File: src/rtl/ncv_pkg.sv
// Shared types, constants and check functions for the nickname charset validator.
package ncv_pkg;

    // Register indexes on the configuration port
    localparam logic [2:0] REG_MAP_0  = 3'd0;
    localparam logic [2:0] REG_MAP_1  = 3'd1;
    localparam logic [2:0] REG_MAP_2  = 3'd2;
    localparam logic [2:0] REG_MAP_3  = 3'd3;
    localparam logic [2:0] REG_GROUPS = 3'd4;

    // Reset contents of the allowed-byte map
    localparam logic [63:0] MAP_0_RESET = 64'd287984085547089920;
    localparam logic [63:0] MAP_1_RESET = 64'd4611686018427387902;
    localparam logic [63:0] MAP_2_RESET = 64'd0;
    localparam logic [63:0] MAP_3_RESET = 64'd0;

    // Byte values with a meaning of their own
    localparam logic [7:0] CHAR_DASH     = 8'h2d;
    localparam logic [7:0] CHAR_ZERO     = 8'h30;
    localparam logic [7:0] CHAR_NINE     = 8'h39;
    localparam logic [7:0] CHAR_SPACE    = 8'h20;

    // Group select bits
    localparam logic [2:0] GROUP_KANA       = 3'b001;
    localparam logic [2:0] GROUP_SIMPLIFIED = 3'b010;
    localparam logic [2:0] GROUP_EXTENDED   = 3'b100;

    typedef struct packed {
        logic [7:0] lo1;
        logic [7:0] hi1;
        logic [7:0] lo2;
        logic [7:0] hi2;
        logic [2:0] group;
    } pair_range_t;

    localparam int NUM_RANGES  = 9;
    localparam int NUM_ILLEGAL = 16;

    localparam pair_range_t PAIR_RANGES [NUM_RANGES] = '{
        '{8'ha4, 8'ha4, 8'ha1, 8'hf3, GROUP_KANA},
        '{8'ha5, 8'ha5, 8'ha1, 8'hf6, GROUP_KANA},
        '{8'hb0, 8'hd6, 8'ha1, 8'hfe, GROUP_SIMPLIFIED},
        '{8'hd7, 8'hd7, 8'ha1, 8'hf9, GROUP_SIMPLIFIED},
        '{8'hd8, 8'hf7, 8'ha1, 8'hfe, GROUP_SIMPLIFIED},
        '{8'h81, 8'ha0, 8'h40, 8'h7e, GROUP_EXTENDED},
        '{8'h81, 8'ha0, 8'h80, 8'hfe, GROUP_EXTENDED},
        '{8'haa, 8'hfe, 8'h40, 8'h7e, GROUP_EXTENDED},
        '{8'haa, 8'hfe, 8'h80, 8'ha0, GROUP_EXTENDED}
    };

    // Punctuation refused in double-byte mode, plus the non-breaking space
    localparam logic [7:0] ILLEGAL_SET [NUM_ILLEGAL] = '{
        8'ha0, 8'h21, 8'h2b, 8'h25, 8'h40, 8'h26, 8'h7e, 8'h23,
        8'h24, 8'h3a, 8'h27, 8'h22, 8'h3f, 8'h2a, 8'h2c, 8'h2e
    };

    // Flag control bytes, space and the fixed illegal set
    function automatic logic is_illegal(input logic [7:0] b);
        logic hit;
        hit = (b <= CHAR_SPACE);
        for (int i = 0; i < NUM_ILLEGAL; i++)
        begin
            if (ILLEGAL_SET[i] == b)
            begin
                hit = 1'b1;
            end
        end
        return hit;
    endfunction

    // Match a lead and trail byte against every enabled range
    function automatic logic pair_ok(input logic [2:0] groups,
                                     input logic [7:0] first,
                                     input logic [7:0] second);
        logic hit;
        hit = 1'b0;
        for (int i = 0; i < NUM_RANGES; i++)
        begin
            if (((groups & PAIR_RANGES[i].group) != 3'b000) &&
                (first >= PAIR_RANGES[i].lo1) && (first <= PAIR_RANGES[i].hi1) &&
                (second >= PAIR_RANGES[i].lo2) && (second <= PAIR_RANGES[i].hi2))
            begin
                hit = 1'b1;
            end
        end
        return hit;
    endfunction

endpackage

File: src/rtl/ncv_in_if.sv
// Byte request channel into the nickname charset validator.
interface ncv_in_if;
    logic       valid;
    logic       ready;
    logic [7:0] name_byte;
    logic       final_byte;

    modport source (output valid, output name_byte, output final_byte, input ready);
    modport sink   (input valid, input name_byte, input final_byte, output ready);
endinterface

File: src/rtl/ncv_out_if.sv
// Verdict request channel out of the nickname charset validator.
interface ncv_out_if;
    logic       valid;
    logic       ready;
    logic       accepted;
    logic [4:0] kept_length;

    modport source (output valid, output accepted, output kept_length, input ready);
    modport sink   (input valid, input accepted, input kept_length, output ready);
endinterface

File: src/rtl/nickname_charset_validator_unit.sv
// Top level of the nickname charset validator: byte checks, name state and APB registers.
// The block takes one nickname byte per cycle on in_ch and gives one verdict on out_ch for
// each byte marked final_byte: accepted and the kept length (0 when rejected or empty).
// Each byte is captured in an input register, checked in one pass of compare logic against
// the allowed-byte map and the double-byte ranges, and the verdict is held in an output
// register, so a byte can be taken every cycle, also while a verdict waits to be taken;
// a final byte stalls only when the output register is still full. A verdict is
// registered behind the input register. The map and the range groups are written through
// the APB port at byte address 8*index, 64-bit data, and should change only between names.
module nickname_charset_validator_unit #(
    parameter int MAX_NAME_BYTES = 30
) (
    input  logic        clk,
    input  logic        rst_n,
    input  logic        psel,
    input  logic        penable,
    input  logic        pwrite,
    input  logic [5:0]  paddr,
    input  logic [63:0] pwdata,
    output logic [63:0] prdata,
    output logic        pready,
    ncv_in_if.sink      in_ch,
    ncv_out_if.source   out_ch
);

    localparam int CNT_W = $clog2(MAX_NAME_BYTES + 1);
    localparam logic [CNT_W-1:0] CNT_MAX = CNT_W'(MAX_NAME_BYTES);

    // Configuration registers
    logic [63:0] map_0_reg;
    logic [63:0] map_1_reg;
    logic [63:0] map_2_reg;
    logic [63:0] map_3_reg;
    logic [2:0]  groups_reg;

    // Input register
    logic        s1_valid_reg;
    logic [7:0]  s1_byte_reg;
    logic        s1_final_reg;

    // Name state
    logic [CNT_W-1:0] count_reg;
    logic [CNT_W-1:0] count_next;
    logic             pend_reg;
    logic             pend_next;
    logic [7:0]       lead_reg;
    logic [7:0]       lead_next;
    logic             rej_reg;
    logic             rej_next;

    // Output register
    logic        out_valid_reg;
    logic        accepted_reg;
    logic [4:0]  kept_reg;
    logic        accepted_next;
    logic [4:0]  kept_next;

    logic        wr_en;
    logic [2:0]  reg_index;
    logic        s1_process;
    logic        out_free;
    logic        multi;
    logic        allowed;
    logic [63:0] map_word;
    logic [CNT_W-1:0]   kept_count;
    logic [CNT_W+4:0]   kept_wide;

    assign pready    = 1'b1;
    assign reg_index = paddr[5:3];
    assign wr_en     = psel && penable && pwrite && pready;

    // Decode register writes
    always_ff @(posedge clk or negedge rst_n)
    begin
        if (!rst_n)
        begin
            map_0_reg  <= ncv_pkg::MAP_0_RESET;
            map_1_reg  <= ncv_pkg::MAP_1_RESET;
            map_2_reg  <= ncv_pkg::MAP_2_RESET;
            map_3_reg  <= ncv_pkg::MAP_3_RESET;
            groups_reg <= 3'b000;
        end
        else if (wr_en)
        begin
            unique case (reg_index)
                ncv_pkg::REG_MAP_0:  map_0_reg  <= pwdata;
                ncv_pkg::REG_MAP_1:  map_1_reg  <= pwdata;
                ncv_pkg::REG_MAP_2:  map_2_reg  <= pwdata;
                ncv_pkg::REG_MAP_3:  map_3_reg  <= pwdata;
                ncv_pkg::REG_GROUPS: groups_reg <= pwdata[2:0];
                default: ;
            endcase
        end
    end

    // Return register contents on reads
    always_comb
    begin
        unique case (reg_index)
            ncv_pkg::REG_MAP_0:  prdata = map_0_reg;
            ncv_pkg::REG_MAP_1:  prdata = map_1_reg;
            ncv_pkg::REG_MAP_2:  prdata = map_2_reg;
            ncv_pkg::REG_MAP_3:  prdata = map_3_reg;
            ncv_pkg::REG_GROUPS: prdata = {61'd0, groups_reg};
            default:             prdata = 64'd0;
        endcase
    end

    // Advance the input register unless a final byte waits on a full output
    assign out_free    = !out_valid_reg || out_ch.ready;
    assign s1_process  = s1_valid_reg && (!s1_final_reg || out_free);
    assign in_ch.ready = !s1_valid_reg || s1_process;

    always_ff @(posedge clk or negedge rst_n)
    begin
        if (!rst_n)
        begin
            s1_valid_reg <= 1'b0;
        end
        else if (in_ch.ready)
        begin
            s1_valid_reg <= in_ch.valid;
        end
    end

    always_ff @(posedge clk)
    begin
        if (in_ch.ready && in_ch.valid)
        begin
            s1_byte_reg  <= in_ch.name_byte;
            s1_final_reg <= in_ch.final_byte;
        end
    end

    // Look up the allowed flag for the byte
    always_comb
    begin
        case (s1_byte_reg[7:6])
            2'd0:    map_word = map_0_reg;
            2'd1:    map_word = map_1_reg;
            2'd2:    map_word = map_2_reg;
            default: map_word = map_3_reg;
        endcase
    end
    assign allowed = map_word[s1_byte_reg[5:0]];
    assign multi   = (groups_reg != 3'b000);

    // Check the byte and update the name state
    always_comb
    begin
        count_next = count_reg;
        pend_next  = pend_reg;
        lead_next  = lead_reg;
        rej_next   = rej_reg;
        if (!rej_reg && (count_reg < CNT_MAX))
        begin
            if ((count_reg == '0) &&
                ((s1_byte_reg == ncv_pkg::CHAR_DASH) ||
                 ((s1_byte_reg >= ncv_pkg::CHAR_ZERO) &&
                  (s1_byte_reg <= ncv_pkg::CHAR_NINE))))
            begin
                rej_next = 1'b1;
            end
            else if (!multi)
            begin
                if (!allowed)
                begin
                    rej_next = 1'b1;
                end
                else
                begin
                    count_next = count_reg + 1'b1;
                end
            end
            else if (ncv_pkg::is_illegal(s1_byte_reg))
            begin
                rej_next = 1'b1;
            end
            else if (pend_reg)
            begin
                if (!ncv_pkg::pair_ok(groups_reg, lead_reg, s1_byte_reg))
                begin
                    rej_next = 1'b1;
                end
                else
                begin
                    pend_next  = 1'b0;
                    count_next = count_reg + 1'b1;
                end
            end
            else if (s1_byte_reg[7])
            begin
                pend_next  = 1'b1;
                lead_next  = s1_byte_reg;
                count_next = count_reg + 1'b1;
            end
            else if (!allowed)
            begin
                rej_next = 1'b1;
            end
            else
            begin
                count_next = count_reg + 1'b1;
            end
        end
    end

    // Drop a dangling lead byte and form the verdict
    always_comb
    begin
        kept_count = count_next;
        if (pend_next && (count_next != '0))
        begin
            kept_count = count_next - 1'b1;
        end
        kept_wide = {5'd0, kept_count};
        if (rej_next || (kept_count == '0))
        begin
            accepted_next = 1'b0;
            kept_next     = 5'd0;
        end
        else
        begin
            accepted_next = 1'b1;
            kept_next     = kept_wide[4:0];
        end
    end

    // Hold the name state, clearing it after each final byte
    always_ff @(posedge clk or negedge rst_n)
    begin
        if (!rst_n)
        begin
            count_reg <= '0;
            pend_reg  <= 1'b0;
            lead_reg  <= 8'd0;
            rej_reg   <= 1'b0;
        end
        else if (s1_process)
        begin
            if (s1_final_reg)
            begin
                count_reg <= '0;
                pend_reg  <= 1'b0;
                lead_reg  <= 8'd0;
                rej_reg   <= 1'b0;
            end
            else
            begin
                count_reg <= count_next;
                pend_reg  <= pend_next;
                lead_reg  <= lead_next;
                rej_reg   <= rej_next;
            end
        end
    end

    // Hold the verdict until the sink takes the request
    always_ff @(posedge clk or negedge rst_n)
    begin
        if (!rst_n)
        begin
            out_valid_reg <= 1'b0;
        end
        else if (s1_process && s1_final_reg)
        begin
            out_valid_reg <= 1'b1;
        end
        else if (out_ch.ready)
        begin
            out_valid_reg <= 1'b0;
        end
    end

    always_ff @(posedge clk)
    begin
        if (s1_process && s1_final_reg)
        begin
            accepted_reg <= accepted_next;
            kept_reg     <= kept_next;
        end
    end

    assign out_ch.valid       = out_valid_reg;
    assign out_ch.accepted    = accepted_reg;
    assign out_ch.kept_length = kept_reg;

endmodule
File: src/flat_wrapper.sv
// flat-port wrapper written by rule: the top's interface ports become plain ports
module nickname_charset_validator_unit_flat 
#(
    parameter int MAX_NAME_BYTES = 30
)
  (clk, rst_n, psel, penable, pwrite, paddr, pwdata, prdata, pready, in_ch_valid, in_ch_name_byte, in_ch_final_byte, in_ch_ready, out_ch_valid, out_ch_accepted, out_ch_kept_length, out_ch_ready);
  ncv_in_if in_ch_i ();
  ncv_out_if out_ch_i ();
  input  logic clk;
  input  logic rst_n;
  input  logic psel;
  input  logic penable;
  input  logic pwrite;
  input  logic [5:0] paddr;
  input  logic [63:0] pwdata;
  output logic [63:0] prdata;
  output logic pready;
  input wire logic [$bits(in_ch_i.valid)-1:0] in_ch_valid;
  input wire logic [$bits(in_ch_i.name_byte)-1:0] in_ch_name_byte;
  input wire logic [$bits(in_ch_i.final_byte)-1:0] in_ch_final_byte;
  output wire logic [$bits(in_ch_i.ready)-1:0] in_ch_ready;
  output wire logic [$bits(out_ch_i.valid)-1:0] out_ch_valid;
  output wire logic [$bits(out_ch_i.accepted)-1:0] out_ch_accepted;
  output wire logic [$bits(out_ch_i.kept_length)-1:0] out_ch_kept_length;
  input wire logic [$bits(out_ch_i.ready)-1:0] out_ch_ready;
  assign in_ch_i.valid = in_ch_valid;
  assign in_ch_i.name_byte = in_ch_name_byte;
  assign in_ch_i.final_byte = in_ch_final_byte;
  assign in_ch_ready = in_ch_i.ready;
  assign out_ch_valid = out_ch_i.valid;
  assign out_ch_accepted = out_ch_i.accepted;
  assign out_ch_kept_length = out_ch_i.kept_length;
  assign out_ch_i.ready = out_ch_ready;
  nickname_charset_validator_unit #(.MAX_NAME_BYTES(MAX_NAME_BYTES)) u_core (.clk(clk), .rst_n(rst_n), .psel(psel), .penable(penable), .pwrite(pwrite), .paddr(paddr), .pwdata(pwdata), .prdata(prdata), .pready(pready), .in_ch(in_ch_i), .out_ch(out_ch_i));
endmodule
File: config.mk
export PLATFORM = sky130hd
export DESIGN_NAME = nickname_charset_validator_unit_flat
export DESIGN_NICKNAME = d
export VERILOG_FILES = /design/src/rtl/ncv_pkg.sv /design/src/rtl/ncv_in_if.sv /design/src/rtl/ncv_out_if.sv /design/src/rtl/nickname_charset_validator_unit.sv /design/src/flat_wrapper.sv
export SDC_FILE = /design/constraint.sdc
export NUM_CORES = 1
export LEC_CHECK = 0
export BUFFER_PORTS_ARGS = -buffer_cell sky130_fd_sc_hd__buf_2
export CAP_MARGIN = 20
export CORE_UTILIZATION = 60
export DETAILED_ROUTE_END_ITERATION = 10
export PLACE_DENSITY = 0.86
export SYNTH_ARGS = -nofsm -noshare
export SYNTH_HDL_FRONTEND = slang
export SYNTH_SLANG_ARGS = --single-unit
File: constraint.sdc
create_clock -name clk -period 4.8 [get_ports clk]
set_input_delay 0.24 -clock clk [delete_from_list [all_inputs] [get_ports clk]]
set_output_delay 0.24 -clock clk [all_outputs]
set_load 0.05 [all_outputs]
Word-level counts from Yosys, hierarchy flattened:

Index checks and enable logic that the tools add are counted.
Widths: inputs -> output; s select.

* bits in registers: 291
* input bits: 86
* output and inout port bits: 73
* word-level logic and storage cells: 211

* add/subtract/negate cells: 2
* order comparisons: 28
* equality and inequality tests: 26
* multiplexer cells: 74
* reduce and logical (&&, ||, !) cells: 66

Operators by type and width (number)
* $pmux 64 s5: 1
* $pmux 64 s3: 1
* $eq 6x8->1 const A: 13
* $le 8x8->1 const B: 12
* $ge 8x8->1 const B: 9
* $mux 8: 7
* $mux 1: 54
* $mux 5: 10
* $logic_and 1x1->1: 41
* $eq 7x8->1 const A: 2
* $le 8x6->1 const B: 2
* $logic_not 5->1: 2
* $reduce_and 2->1: 5
* $eq 8x6->1 const B: 1
* $eq 8x8->1 const A: 1
* $ge 8x6->1 const B: 1
* $ge 8x7->1 const B: 1
* $le 8x7->1 const B: 1
* $reduce_bool 2->1: 4
* $lt 6x7->1 const B: 1
* $reduce_and 7->1: 1
* $bmux 1 s6: 1
* $eq 3x2->1 const B: 2
* $ne 2x1->1 const B: 3
* 13 further kinds: 20

Longest topological paths before layout:

* depth after elaboration: 36
* gate-level depth with buffers: 18

Worst setup path after synthesis:

No wires, ideal clock.

* kind: flip-flop to flip-flop
* start: reg u_core.s1_byte_reg[1]
* end: reg u_core.accepted_reg, in the netlist u_core.out_ch.accepted (data pin)
* setup time: 0.272 ns
* arrival: 3.481 ns
* data required time: 4.528 ns
* path slack: 1.047 ns
* stages on the path, launching flop included: 16
* buffers on the path: 2
* path through: edfxtp_1 -> buf_6 -> buf_6 -> or4_4 -> o32a_1 -> a211oi_2 -> nand3b_1 -> nor2_1 -> a2111oi_4 -> inv_2 -> nor3_1 -> nor2_1 -> ha_1 -> or3_1 -> o211ai_1 -> a31oi_1

* word-level cells in the longest chain between the ends: 30
* elaborated cells between the ends (all ways): 114

RTL lines
* from (decl): RTL line nickname_charset_validator_unit.sv:38 `logic [7:0] s1_byte_reg;`
* from (signal assigned): RTL line nickname_charset_validator_unit.sv:130 `s1_byte_reg <= in_ch.name_byte;`
* branches (longest 28 deep; another with $le 8x6->1)
* $logic_or 1x1->1 *: RTL line nickname_charset_validator_unit.sv:217 `if (rej_next || (kept_count == '0))`
* $mux 1 *: RTL line nickname_charset_validator_unit.sv:217
* via u_core.accepted_next: RTL line nickname_charset_validator_unit.sv:55 `logic accepted_next;`
* to (signal assigned): RTL line nickname_charset_validator_unit.sv:279 `accepted_reg <= accepted_next;`
* to (decl): RTL line nickname_charset_validator_unit.sv:53 `logic accepted_reg;`

Mark *: on every way through the listed nets, which the timed path passes. The select of a mux whose other input is x is not followed.
A chain may end at the register's enable or synchronous reset.

Worst setup path in the final report:

* start: reg u_core.s1_byte_reg[7]
* end: reg u_core.accepted_reg, in the netlist u_core.out_ch.accepted (data pin)

Same word-level chain as after synthesis.

==> metrics.yaml <==
run_status:
  status: "finished, final reports clean"
critical_path:
  worstPathRequired_ns: 5.09
  r2r_end: "u_core.out_ch.accepted"
  worstSetupPathType: "reg -> reg"
  r2r_slack_ns: 0.29
  ff2ff_path_depth: 14
  crit_arrival_ns: 4.80
  endpoint: "u_core.out_ch.accepted"
  path_max_fanout: 11
  worstSetupStartpointType: "register"
  rr_startpoint: "u_core.s1_byte_reg[7]"
  cp-startpoint: "u_core.s1_byte_reg[7]"
  end_kind: "register"
global_route:
  grt_pass1_vias: 13200
  grt_usage_pct: 36.0
  use_met3_pct: 6.23
  grt-busiest-layer: "met2"
  antenna_found_initial: 1
  met1_usage_pct: 46.9
  grt_max_degree: 125
  grt_pass1_wl_mm: 74.4
  grt.overflow.total: 0
  met2_usage_pct: 58.7
route:
  wl_mm: 48.1
  wl_per_cell_um: 26.2
  drt_iter0_markers: 1599
  drt_pass1_iterations: 6
  routed_via_density: 7.11
  route.detailed.drc: 0
  detail-route-antenna-nets: 0
  vias: 13000
synthesis:
  netlist-cell-type-count: 93
  synth_area_leaders: "dfrtp_1 32%, mux2_2 19%, dfstp_2 12%, a221o_1 4.8%, a22o_1 3.9%"
  postSynthAreaPerCell_um2: 12.5
  ys_seq_area_share_pct: 46.8
  synth_warnings: 0
  synth_top_area_cell: "dfrtp_1"
  syn_inst: 1272
  synth_area_um2: 15900
  synth_seq_cells: 291
  async_flop_share_pct: 94.8
  synth_edf_count: 15
  synth_top_area_share_pct: 32.1
  syn_nets: 1361
  ys.flop_type: "dfrtp_1"
power_and_ir_drop:
  pwr-share-comb_pct: 25.7
  pwr-share-seq_pct: 45.6
  swShare_pct: 32.9
  vdd_drop_max_v: 0.000403
  power_density_nw_per_um2: 407
  total_power_mw: 7.60
  internal_power_mw: 5.10
  p_switching_mw: 2.50
  power.static_leakage_nw: 8.11
  clock_power_share_pct: 28.7
clocking:
  cts-root-buf: "clkbuf_16"
  post_cts_buffers: 0
  clock_path_buffers: 3
  clk_pin_slew_ns: 0.06
  htree_levels: 1
  numCtsBuffers: 30
  worst_skew_pair.late_latency_ns: 0.56
  clock_sinks: 291
  cts_resized: 0
  cts_tree: "done"
final_layout:
  final_cell_mix: "269 x mux2_2, 204 x dfrtp_1, 153 x buf_2, 76 x a221o_1, 74 x dlygate4sd3_1"
  diodes: 0
  layout-drive-gt1-share_pct: 43.5
  final_common_cell: "mux2_2"
  area_growth_pct: 17.4
  fin_nets: 1564
  fillerInstances: 1736
timing:
  setup_viol: 0
  timing.fmax_mhz: 222
  clock-skew-final_ns: 0.0120
  fin_ws_ns: 0.288
  period_share_pct: 94.0
  max_slew_margin_pct: 24.7
  finalSetupTns_ns: 0
  hold_viol: 0
  worstMarginPinSlew_ns: 1.13
  finalMaxSlewViolations: 0
  fin_crit_ns: 4.51
  rsz0062_at_grt: "no"
floorplan:
  die_height_um: 165
  start_util_pct: 61.1
  coreArea_um2: 26100
  die-area_um2: 27200
  placementRows: 59
  fp.dieW_um: 165
  ios: 159
min_path:
  min_path_type: "in -> reg"
  hold_start: "pwdata[12]"
flow_run:
  maxCapViolations: 0
placed_design:
  gp_congestion: 0.914
  post-dp-hpwl_mm: 29.4
  numPortBuffers: 154
  dp_slack_ns: 0.424
## Yosys cell counts (8+ instances only)
cell and count:
o22ai_1 16, inv_1 10, o21ai_0 35, mux2_2 269
nor2_1 36, clkbuf_1 64, a21oi_1 30, mux2i_1 32
nor2b_1 12, nand3_1 21, a22o_1 71, nand4_1 12
a221o_1 76, nor3_1 15, and2_1 8, buf_6 9
buf_4 10, o211ai_1 10, edfxtp_1 15, dfstp_2 72
nand2b_1 11, buf_2 14, dfrtp_1 204, mux4_2 27
nand2_1 41
## what timing repair did
action,in CTS,in global routing
hold endpoints to repair,332,0
endpoints found under the setup margin,0,0
hold buffers,74,0
## cells by family (layout without fill, tap and decap cells)
group | count (synthesis) | in the layout | share of synthesized area [%]
buf+inv | 112 | 339 | 3.42
flops | 291 | 291 | 46.8
simple gates | 202 | 202 | 6.83
other cells | 1 | 1 | 0.0236
fa+ha+maj | 3 | 3 | 0.236
compound gates | 332 | 332 | 17.5
mux | 331 | 331 | 25.2
## power groups by stage
stage | registers, mW | clock network [mW] | logic [mW]
after floorplan | 3.33 | 0 | 1.40
after global placement | 3.43 | 0 | 1.81
after detailed placement | 3.46 | 0 | 1.86
after CTS | 3.43 | 2.19 | 1.92
after global routing | 3.51 | 2.30 | 2.07
final | 3.47 | 2.18 | 1.95
## area by class of cell
| cell class | instances | area [um2] | area share (%) |
|---|---|---|---|
| clock buffer | 44 | 833 | 4.46 |
| clock inverter | 12 | 70.1 | 0.375 |
| inverter | 14 | 52.6 | 0.281 |
| multi-input combinational | 869 | 7970 | 42.6 |
| sequential | 291 | 7450 | 39.9 |
| tap | 335 | 419 | 2.24 |
| timing repair buffer | 269 | 1890 | 10.1 |
## critical path: stages, from the launching register on
cell,delay (ns)
edfxtp_1,0.48
clkinv_1,0.52
buf_4,0.36
mux2i_1,0.12
o21ai_0,0.18
a21oi_1,0.07
o211ai_1,0.42
a311o_1,0.46
a311oi_1,0.17
a211oi_2,0.36
inv_2,0.11
ha_1,0.30
or3_1,0.39
o211ai_1,0.19
a31oi_1,0.11
## metrics by stage
| stage | std cells | util (%) | area [um2] | hold slack, ns |
|---|---|---|---|---|
| detailed placement | 1704 | 65.4 | 17000 | 0.332 |
| global placement | 1704 | 65.4 | 17000 | 0.332 |
| floorplan | 1272 | - | 15900 | -0.0556 |
| CTS | 1834 | 71.7 | 18700 | 0.00183 |
| global route | 1834 | 71.7 | 18700 | 0.00472 |
| finish | 1834 | 71.7 | 18700 | 0.00669 |
## how the worst min path moves through the flow
| stage | endpoint | depth (start not counted) |
|---|---|---|
| 5_1_grt | u_core.map_1_reg[12] | 2 |
| 6_report | u_core.map_2_reg[12] | 2 |
| 4_1_cts | u_core.map_1_reg[12] | 2 |
| 3_5_place_dp | u_core.groups_reg[2] | 1 |
| 2_1_floorplan | u_core.count_reg[0] | 0 |
| 3_3_place_gp | u_core.map_3_reg[58] | 1 |
## layer usage
metal	part of all wire (%)	vias up
met2	48	885
met1	38	6539
met3	9.7	187
met4	4.3	0
li1	-	5427
met5	0	-
No activity file was read; power rests on OpenSTA's default activity.
